===== config.mk =====
export PLATFORM = sky130hd
export DESIGN_NAME = text_to_char_lcd_writes
export DESIGN_NICKNAME = d
export VERILOG_FILES = /design/src/design/tcl_pkg.sv /design/src/design/text_to_char_lcd_writes.sv
export SDC_FILE = /design/constraint.sdc
export NUM_CORES = 1
export LEC_CHECK = 0
export BUFFER_PORTS_ARGS = -buffer_cell sky130_fd_sc_hd__buf_2
export CELL_PAD_IN_SITES_DETAIL_PLACEMENT = 1
export CELL_PAD_IN_SITES_GLOBAL_PLACEMENT = 1
export CORE_MARGIN = 2
export CORE_UTILIZATION = 44
export CTS_CLUSTER_DIAMETER = 60
export DETAILED_ROUTE_END_ITERATION = 8
export PLACE_DENSITY_LB_ADDON = 0.1
export SYNTH_ARGS = -nofsm -noshare
export SYNTH_HDL_FRONTEND = slang
export SYNTH_SLANG_ARGS = --single-unit

===== constraint.sdc =====
create_clock -name i_clk -period 3.9 [get_ports i_clk]
set_input_delay 0.195 -clock i_clk [delete_from_list [all_inputs] [get_ports i_clk]]
set_output_delay 0.195 -clock i_clk [all_outputs]
set_load 0.02 [all_outputs]

===== src/design/tcl_pkg.sv =====
`default_nettype none

package tcl_pkg;

    localparam int unsigned COL_W   = 6;
    localparam int unsigned PC_W    = 4;
    localparam int unsigned ROM_LEN = 16;

    localparam logic [7:0] CH_LF    = 8'h0A;
    localparam logic [7:0] CH_CR    = 8'h0D;
    localparam logic [7:0] CH_SPACE = 8'h20;
    localparam logic [7:0] CH_LEAD  = 8'hC3;
    localparam logic [7:0] CH_TRAIL = 8'h87;
    localparam logic [7:0] CH_CCED  = 8'hC7;
    localparam logic [7:0] CMD_ROW1 = 8'h80;
    localparam logic [7:0] CMD_ROW2 = 8'hC0;
    localparam logic [COL_W-1:0] COL_MAX = 6'd63;

    // Write (or side effect) issued by one microcode step.
    typedef enum logic [3:0] {
        OP_NONE,
        OP_PUT_B,
        OP_COPY,
        OP_SPACE,
        OP_PUT_C3,
        OP_PUT_C7,
        OP_CMD_80,
        OP_CMD_C0,
        OP_CR,
        OP_SET_PEND
    } t_op;

    // Branch condition of one microcode step.
    typedef enum logic [3:0] {
        CND_NEVER,
        CND_ALWAYS,
        CND_PEND,
        CND_IS_C3,
        CND_IS_CR,
        CND_IS_LF,
        CND_NOT_ROW2,
        CND_IS_87,
        CND_IDX_MORE
    } t_cond;

    typedef struct packed {
        t_op            op;
        t_cond          cond;
        logic [PC_W-1:0] target;
        logic           fin;
    } t_uword;

    // Microcode program. A taken branch loads target, otherwise the step
    // counter advances by one. The fin bit closes the transaction.
    function automatic t_uword rom_word(input logic [PC_W-1:0] pc);
        t_uword w;
        w = '{op: OP_NONE, cond: CND_NEVER, target: 4'd0, fin: 1'b0};
        case (pc)
            4'd0:  w = '{op: OP_NONE,     cond: CND_PEND,     target: 4'd12, fin: 1'b0};
            4'd1:  w = '{op: OP_NONE,     cond: CND_IS_C3,    target: 4'd11, fin: 1'b0};
            4'd2:  w = '{op: OP_NONE,     cond: CND_IS_CR,    target: 4'd15, fin: 1'b0};
            4'd3:  w = '{op: OP_NONE,     cond: CND_IS_LF,    target: 4'd5,  fin: 1'b0};
            4'd4:  w = '{op: OP_PUT_B,    cond: CND_NEVER,    target: 4'd0,  fin: 1'b1};
            4'd5:  w = '{op: OP_NONE,     cond: CND_NOT_ROW2, target: 4'd8,  fin: 1'b0};
            4'd6:  w = '{op: OP_CMD_80,   cond: CND_NEVER,    target: 4'd0,  fin: 1'b0};
            4'd7:  w = '{op: OP_COPY,     cond: CND_IDX_MORE, target: 4'd7,  fin: 1'b0};
            4'd8:  w = '{op: OP_CMD_C0,   cond: CND_NEVER,    target: 4'd0,  fin: 1'b0};
            4'd9:  w = '{op: OP_SPACE,    cond: CND_IDX_MORE, target: 4'd9,  fin: 1'b0};
            4'd10: w = '{op: OP_CMD_C0,   cond: CND_NEVER,    target: 4'd0,  fin: 1'b1};
            4'd11: w = '{op: OP_SET_PEND, cond: CND_NEVER,    target: 4'd0,  fin: 1'b1};
            4'd12: w = '{op: OP_NONE,     cond: CND_IS_87,    target: 4'd14, fin: 1'b0};
            4'd13: w = '{op: OP_PUT_C3,   cond: CND_ALWAYS,   target: 4'd1,  fin: 1'b0};
            4'd14: w = '{op: OP_PUT_C7,   cond: CND_NEVER,    target: 4'd0,  fin: 1'b1};
            4'd15: w = '{op: OP_CR,       cond: CND_NEVER,    target: 4'd0,  fin: 1'b1};
            default: w = '{op: OP_NONE,   cond: CND_NEVER,    target: 4'd0,  fin: 1'b1};
        endcase
        return w;
    endfunction

endpackage

`default_nettype wire


===== src/design/text_to_char_lcd_writes.sv =====
`default_nettype none

// Channel    | Direction | Handshake                     | Payload
// -----------+-----------+-------------------------------+-------------------------------
// char in    | input     | i_char_valid / o_char_ready   | i_char_byte
// result out | output    | o_res_valid / i_res_ready     | o_first_*, o_second_*, o_last
//
// One text byte is taken per transaction and worked off by a 16-step
// microcode program, one step per cycle; each step issues at most one
// display write, and writes are paired into results.
// How long a byte runs depends on its kind: a line feed runs one row loop of
// the program on row one and both row loops on row two, and a pending lead
// byte not followed by its trail byte is written out before the new byte is
// worked off. The next byte is taken the cycle after the last step.
// Reset is synchronous; the stored row-two copy reads as spaces through
// per-entry valid bits, so no clearing pass follows reset.
// A step waits while a result is held and not taken; no new byte is taken
// until the program for the current byte has finished.
module text_to_char_lcd_writes
    import tcl_pkg::*;
#(
    parameter int unsigned ROW_WIDTH = 40
) (
    input  wire logic       i_clk,
    input  wire logic       i_rst_n,
    input  wire logic       i_char_valid,
    output logic            o_char_ready,
    input  wire logic [7:0] i_char_byte,
    output logic            o_res_valid,
    input  wire logic       i_res_ready,
    output logic            o_first_is_data,
    output logic [7:0]      o_first_byte,
    output logic            o_second_valid,
    output logic            o_second_is_data,
    output logic [7:0]      o_second_byte,
    output logic            o_last
);

    localparam int unsigned AW = $clog2(ROW_WIDTH);
    localparam logic [AW-1:0] IDX_LAST = AW'(ROW_WIDTH - 1);
    localparam logic [COL_W-1:0] COL_LIMIT = COL_W'(ROW_WIDTH);

    // Sequencer state.
    logic            r_busy;
    logic [PC_W-1:0] r_pc;
    logic [7:0]      r_byte;
    logic [AW-1:0]   r_idx;

    // Terminal state.
    logic            r_row2;
    logic [COL_W-1:0] r_col;
    logic            r_pend;

    // Row-two copy: memory with registered read, plus valid bits so that
    // entries never written read as spaces.
    logic [7:0]          r_mem [ROW_WIDTH];
    logic [ROW_WIDTH-1:0] r_mem_vld;
    logic [7:0]          r_rd_data;
    logic                r_rd_vld;

    // Write pairing: the first write of a pair waits here.
    logic       r_half_vld;
    logic       r_half_rs;
    logic [7:0] r_half_byte;

    logic       r_out_vld;

    t_uword          uw;
    logic            go;
    logic            taken;
    logic [PC_W-1:0] n_pc;
    logic [AW-1:0]   n_idx;
    logic [AW-1:0]   rd_addr;
    logic            emit;
    logic            w_rs;
    logic [7:0]      w_byte;
    logic            is_put;
    logic            do_store;
    logic            produce;

    assign uw           = rom_word(r_pc);
    assign go           = r_busy && (!r_out_vld || i_res_ready);
    assign o_char_ready = !r_busy;
    assign o_res_valid  = r_out_vld;

    always_comb begin
        case (uw.cond)
            CND_NEVER:    taken = 1'b0;
            CND_ALWAYS:   taken = 1'b1;
            CND_PEND:     taken = r_pend;
            CND_IS_C3:    taken = (r_byte == CH_LEAD);
            CND_IS_CR:    taken = (r_byte == CH_CR);
            CND_IS_LF:    taken = (r_byte == CH_LF);
            CND_NOT_ROW2: taken = !r_row2;
            CND_IS_87:    taken = (r_byte == CH_TRAIL);
            CND_IDX_MORE: taken = (r_idx != IDX_LAST);
            default:      taken = 1'b0;
        endcase
        n_pc = taken ? uw.target : r_pc + 1'b1;
    end

    // Datapath controlled by the current control word.
    always_comb begin
        emit   = 1'b1;
        w_rs   = 1'b1;
        w_byte = r_byte;
        is_put = 1'b0;
        case (uw.op)
            OP_PUT_B: begin
                is_put = 1'b1;
            end
            OP_COPY: begin
                is_put = 1'b1;
                w_byte = r_rd_vld ? r_rd_data : CH_SPACE;
            end
            OP_SPACE: begin
                is_put = 1'b1;
                w_byte = CH_SPACE;
            end
            OP_PUT_C3: begin
                is_put = 1'b1;
                w_byte = CH_LEAD;
            end
            OP_PUT_C7: begin
                is_put = 1'b1;
                w_byte = CH_CCED;
            end
            OP_CMD_80: begin
                w_rs   = 1'b0;
                w_byte = CMD_ROW1;
            end
            OP_CMD_C0: begin
                w_rs   = 1'b0;
                w_byte = CMD_ROW2;
            end
            OP_CR: begin
                w_rs   = 1'b0;
                w_byte = r_row2 ? CMD_ROW2 : CMD_ROW1;
            end
            default: begin
                emit = 1'b0;
            end
        endcase
        do_store = is_put && r_row2 && (r_col < COL_LIMIT);
        produce  = (emit && r_half_vld) || (uw.fin && (emit || r_half_vld));
    end

    // The replay loop reads one entry ahead of the write it issues.
    always_comb begin
        n_idx   = (r_idx == IDX_LAST) ? '0 : r_idx + 1'b1;
        rd_addr = (uw.op == OP_CMD_80) ? '0 : n_idx;
    end

    always_ff @(posedge i_clk) begin
        if (!i_rst_n) begin
            r_busy     <= 1'b0;
            r_pc       <= '0;
            r_idx      <= '0;
            r_row2     <= 1'b0;
            r_col      <= '0;
            r_pend     <= 1'b0;
            r_mem_vld  <= '0;
            r_half_vld <= 1'b0;
            r_out_vld  <= 1'b0;
        end else begin
            if (i_char_valid && !r_busy) begin
                r_busy <= 1'b1;
                r_pc   <= '0;
            end else if (go) begin
                r_pc <= n_pc;
                if (uw.fin) begin
                    r_busy <= 1'b0;
                end
            end

            if (go) begin
                case (uw.op)
                    OP_CMD_80: begin
                        r_row2 <= 1'b0;
                        r_idx  <= '0;
                    end
                    OP_CMD_C0: begin
                        r_row2 <= 1'b1;
                        r_col  <= '0;
                        r_idx  <= '0;
                    end
                    OP_CR: begin
                        r_col <= '0;
                    end
                    OP_SET_PEND: begin
                        r_pend <= 1'b1;
                    end
                    OP_PUT_C3, OP_PUT_C7: begin
                        r_pend <= 1'b0;
                    end
                    OP_COPY, OP_SPACE: begin
                        r_idx <= n_idx;
                    end
                    default: begin
                    end
                endcase
                if (is_put && r_col != COL_MAX) begin
                    r_col <= r_col + 1'b1;
                end
                if (do_store) begin
                    r_mem_vld[r_col[AW-1:0]] <= 1'b1;
                end

                if (produce) begin
                    r_half_vld <= 1'b0;
                end else if (emit) begin
                    r_half_vld <= 1'b1;
                end
            end

            if (go && produce) begin
                r_out_vld <= 1'b1;
            end else if (i_res_ready) begin
                r_out_vld <= 1'b0;
            end
        end
    end

    // Memory and payload registers.
    always_ff @(posedge i_clk) begin
        if (i_char_valid && !r_busy) begin
            r_byte <= i_char_byte;
        end
        if (go) begin
            r_rd_data <= r_mem[rd_addr];
            r_rd_vld  <= r_mem_vld[rd_addr];
            if (do_store) begin
                r_mem[r_col[AW-1:0]] <= w_byte;
            end
            if (emit && !r_half_vld) begin
                r_half_rs   <= w_rs;
                r_half_byte <= w_byte;
            end
        end
        if (go && produce) begin
            o_last <= uw.fin;
            if (r_half_vld) begin
                o_first_is_data  <= r_half_rs;
                o_first_byte     <= r_half_byte;
                o_second_valid   <= emit;
                o_second_is_data <= emit ? w_rs : 1'b0;
                o_second_byte    <= emit ? w_byte : 8'h00;
            end else begin
                o_first_is_data  <= w_rs;
                o_first_byte     <= w_byte;
                o_second_valid   <= 1'b0;
                o_second_is_data <= 1'b0;
                o_second_byte    <= 8'h00;
            end
        end
    end

endmodule

`default_nettype wire

==> flow_results.xml <==
<?xml version="1.0" encoding="UTF-8"?>
<metrics>
  <group name="status">
    <metric name="outcome" unit="">completed</metric>
  </group>
  <group name="die">
    <metric name="overall_die_height" unit="microns">209.0</metric>
    <metric name="io_pins" unit="">34</metric>
    <metric name="floorplan.die_area" unit="sq um">43690</metric>
    <metric name="initial_standard_cell_utilization_of_the_core" unit="%">44.29</metric>
    <metric name="die_width" unit="microns">209.0</metric>
    <metric name="core" unit="sq um">41760</metric>
    <metric name="num_rows" unit="">75</metric>
  </group>
  <group name="synth">
    <metric name="yosys.cell_types.count" unit="">74</metric>
    <metric name="synth_sequential_area_ratio" unit="%">67.44</metric>
    <metric name="post_synth_inst_count" unit="">1399</metric>
    <metric name="synth_enable_flop_cells" unit="">366</metric>
    <metric name="synthesis.area_per_instance" unit="sq um">13.22</metric>
    <metric name="ys_seq_elements" unit="">440</metric>
    <metric name="synth-main-ff-cell" unit="">edfxtp_1</metric>
    <metric name="yosys_warnings" unit="">0</metric>
    <metric name="area_of_the_mapped_netlist" unit="sq um">18490</metric>
    <metric name="syn-num-nets" unit="">1419</metric>
    <metric name="ys_async_sr_fraction" unit="%">0</metric>
  </group>
  <group name="timing">
    <metric name="layout_worst_path_cycle_share" unit="%">90.71</metric>
    <metric name="slew_violations" unit="">0</metric>
    <metric name="fmax" unit="MHz">282.7</metric>
    <metric name="timing.slew.headroom" unit="%">10.23</metric>
    <metric name="worst_pin_slew" unit="ns">1.347</metric>
    <metric name="final_hold_violating_endpoints" unit="">0</metric>
    <metric name="finalHoldWorstSlack" unit="ns">0.3105</metric>
    <metric name="final.setup_skew" unit="ns">0.01905</metric>
    <metric name="setup_tns" unit="ns">0</metric>
    <metric name="finalWorstPathRequiredPeriod" unit="ns">3.538</metric>
    <metric name="unrepaired_setup_endpoints_after_global_routing" unit="">false</metric>
    <metric name="timing.final.setup_violations" unit="">0</metric>
  </group>
  <group name="cells_and_area">
    <metric name="layout_commonest_cell" unit="">edfxtp_1</metric>
    <metric name="fill_cells" unit="">4119</metric>
    <metric name="post-route-cell-area" unit="sq um">21420</metric>
    <metric name="syn_to_final_growth" unit="%">15.82</metric>
    <metric name="multiInputGateArea" unit="sq um">5613</metric>
    <metric name="mostFrequentLayoutCells" unit="">edfxtp_1, nand2_1, nor2_1, buf_4, dfxtp_1</metric>
    <metric name="seq_area" unit="sq um">12470</metric>
    <metric name="drive_gt1_share" unit="%">17.83</metric>
    <metric name="final_nets" unit="">1521</metric>
  </group>
  <group name="routing">
    <metric name="topRoutingLayerUsed" unit="">met5</metric>
    <metric name="via_count" unit="">12330</metric>
    <metric name="route.detailed.wl_per_inst" unit="microns">26.15</metric>
    <metric name="antenna_violating_nets_post_route" unit="">0</metric>
    <metric name="total_met3_wirelength_after_detailed_routing" unit="mm">3.411</metric>
    <metric name="m1WireLength" unit="mm">24.11</metric>
    <metric name="detailedRoute.firstPassIterationCount" unit="">5</metric>
    <metric name="drc" unit="">0</metric>
    <metric name="detailroute.wirelength.met2" unit="mm">25.10</metric>
    <metric name="wl" unit="mm">54.47</metric>
    <metric name="routed_via_density" unit="">5.918</metric>
    <metric name="initialDrtViolationCount" unit="">1046</metric>
  </group>
  <group name="pwr">
    <metric name="p_leak" unit="uW">0.007284</metric>
    <metric name="worst_ir_drop_vdd" unit="mV">0.3523</metric>
    <metric name="power_per_cell_area" unit="nW/um^2">488.6</metric>
    <metric name="total_power" unit="uW">10470</metric>
  </group>
  <group name="global_routing">
    <metric name="global_route.usage.total" unit="%">25.11</metric>
    <metric name="grt_max_degree" unit="">44</metric>
    <metric name="overflow" unit="">0</metric>
    <metric name="antenna_violations_before_repair" unit="">3</metric>
    <metric name="vias_in_the_first_global_route" unit="">12560</metric>
    <metric name="global_route_wire_length_before_repair" unit="mm">80.98</metric>
  </group>
  <group name="placement">
    <metric name="globalplace.congestion" unit="">0.8500</metric>
    <metric name="port-buffer-count" unit="">33</metric>
    <metric name="dp_hpwl" unit="mm">35.49</metric>
    <metric name="place_area" unit="sq um">19760</metric>
  </group>
  <group name="clock_tree">
    <metric name="tritoncts" unit="">yes</metric>
    <metric name="cts.sink_count" unit="">440</metric>
    <metric name="tritoncts.num_buffers" unit="">49</metric>
    <metric name="clk-insertion-delay-late" unit="ns">0.60</metric>
    <metric name="clk_path_buf_depth" unit="">3</metric>
    <metric name="htree_levels" unit="">2</metric>
    <metric name="path_clk_slew" unit="ns">0.06</metric>
    <metric name="cts_root_buffer" unit="">clkbuf_16</metric>
    <metric name="cts_resized" unit="">0</metric>
  </group>
  <group name="setup_path">
    <metric name="critical_path.max_fanout" unit="">35</metric>
    <metric name="worst_r2r_path_depth" unit="">8</metric>
    <metric name="endpoint_kind" unit="">register</metric>
    <metric name="worstSetupStartpointType" unit="">register</metric>
    <metric name="timing.critical_path.arrival" unit="ns">3.88</metric>
    <metric name="timing.setup.critical_path_class" unit="">register to register</metric>
    <metric name="worstPathRequired" unit="ns">4.24</metric>
  </group>
  <group name="hold_path">
    <metric name="hold_class" unit="">input pin to register</metric>
    <metric name="worst_hold_path.num_cells" unit="">2</metric>
  </group>
  <group name="flow_run">
    <metric name="max-cap-violations" unit="">0</metric>
  </group>
</metrics>
[per-stage QoR]
step                      instances  util (%)  setup slack [ns]
after global placement         1977     47.32            0.3321
after floorplan                1399         -            0.7899
after global routing           2081     51.28            0.1137
final                          2083     51.30            0.3625
after CTS                      2081     51.28            0.2227
after detailed placement       1977     47.32            0.2440
[cell type report]
| type | instances | area share [%] |
|---|---|---|
| Antenna cell | 2 | 0.02336 |
| Timing Repair Buffer | 140 | 4.836 |
| Multi-Input combinational cell | 847 | 26.20 |
| Clock buffer | 65 | 6.197 |
| Inverter | 23 | 0.4030 |
| Clock inverter | 27 | 0.9638 |
| Tap cell | 539 | 3.148 |
| Sequential cell | 440 | 58.22 |
[power breakdown]
group          internal, uW  switching (uW)  total, uW
sequential             5260            51.2       5310
combinational           208             526        735
clock                  2540            1890       4420
total                  8000            2460      10500
[worst max-delay path, cell delays in order, from the launching register on]
cell and delay [ns]:
dfxtp_1 0.36, ha_2 0.35, and4b_1 0.43, a21o_4 0.57, mux4_2 0.60, or2_2 0.28
o31ai_1 0.13, a2111oi_0 0.27, a211o_1 0.27
[path summary, 6_finish.rpt]
kind                  startpoint             to  slack, ns
hold reg to reg    r_mem_vld[27]  r_mem_vld[27]       0.46
setup reg to reg        r_idx[1]   r_rd_data[1]       0.36
setup / recovery        r_idx[1]   r_rd_data[1]       0.36
hold / removal    i_char_byte[7]      r_byte[7]       0.31
[state kept, by name (all words and copies together), names as in the netlist, 4 cells and up]
signal	cells
o_first_byte	8
o_second_byte	8
r_byte	8
r_col	6
r_half_byte	8
r_idx	6
r_mem	320
r_mem_vld	40
r_pc	4
r_rd_data	8
uw	13
[repair_timing]
item	CTS	global route
hold buffers	12	0
hold endpoints to repair	10	0
buffers inserted	0	0
[layer usage]
layer	track usage (%)	up-vias
met1	34.42	6334
li1	-	5519
met5	0	-
met3	5.771	110
met2	39.46	362
met4	8.867	2
[kinds of logic after synthesis]
logic type / share of synthesized area (%)
simple gates: 12.12
flops: 67.44
compound gates: 10.20
buf+inv: 2.747
mux: 6.299
xor+xnor: 0.6630
fa+ha+maj: 0.5413
[Yosys cell counts, types with 11 or more instances]
library cell  count  area share (%)
mux2i_1          29             1.6
nand2b_1         16            0.54
dfxtp_1          74             8.0
buf_2            28            0.76
mux4_2           27             3.3
a21oi_1          60             1.6
a22oi_1          11            0.45
o21a_1           43             1.7
inv_1            22            0.45
nand2_1         148             3.0
mux2_2           19             1.2
nand3_1          58             1.6
o21ai_0          36            0.97
clkbuf_1         47            0.95
edfxtp_1        366              59
a211oi_1         15            0.61
nor3_1           39             1.1
nor2_1          127             2.6
or3_1            11            0.37
and3_1           23            0.78
a31oi_1          15            0.51
Power figures use the tool's default switching activity.
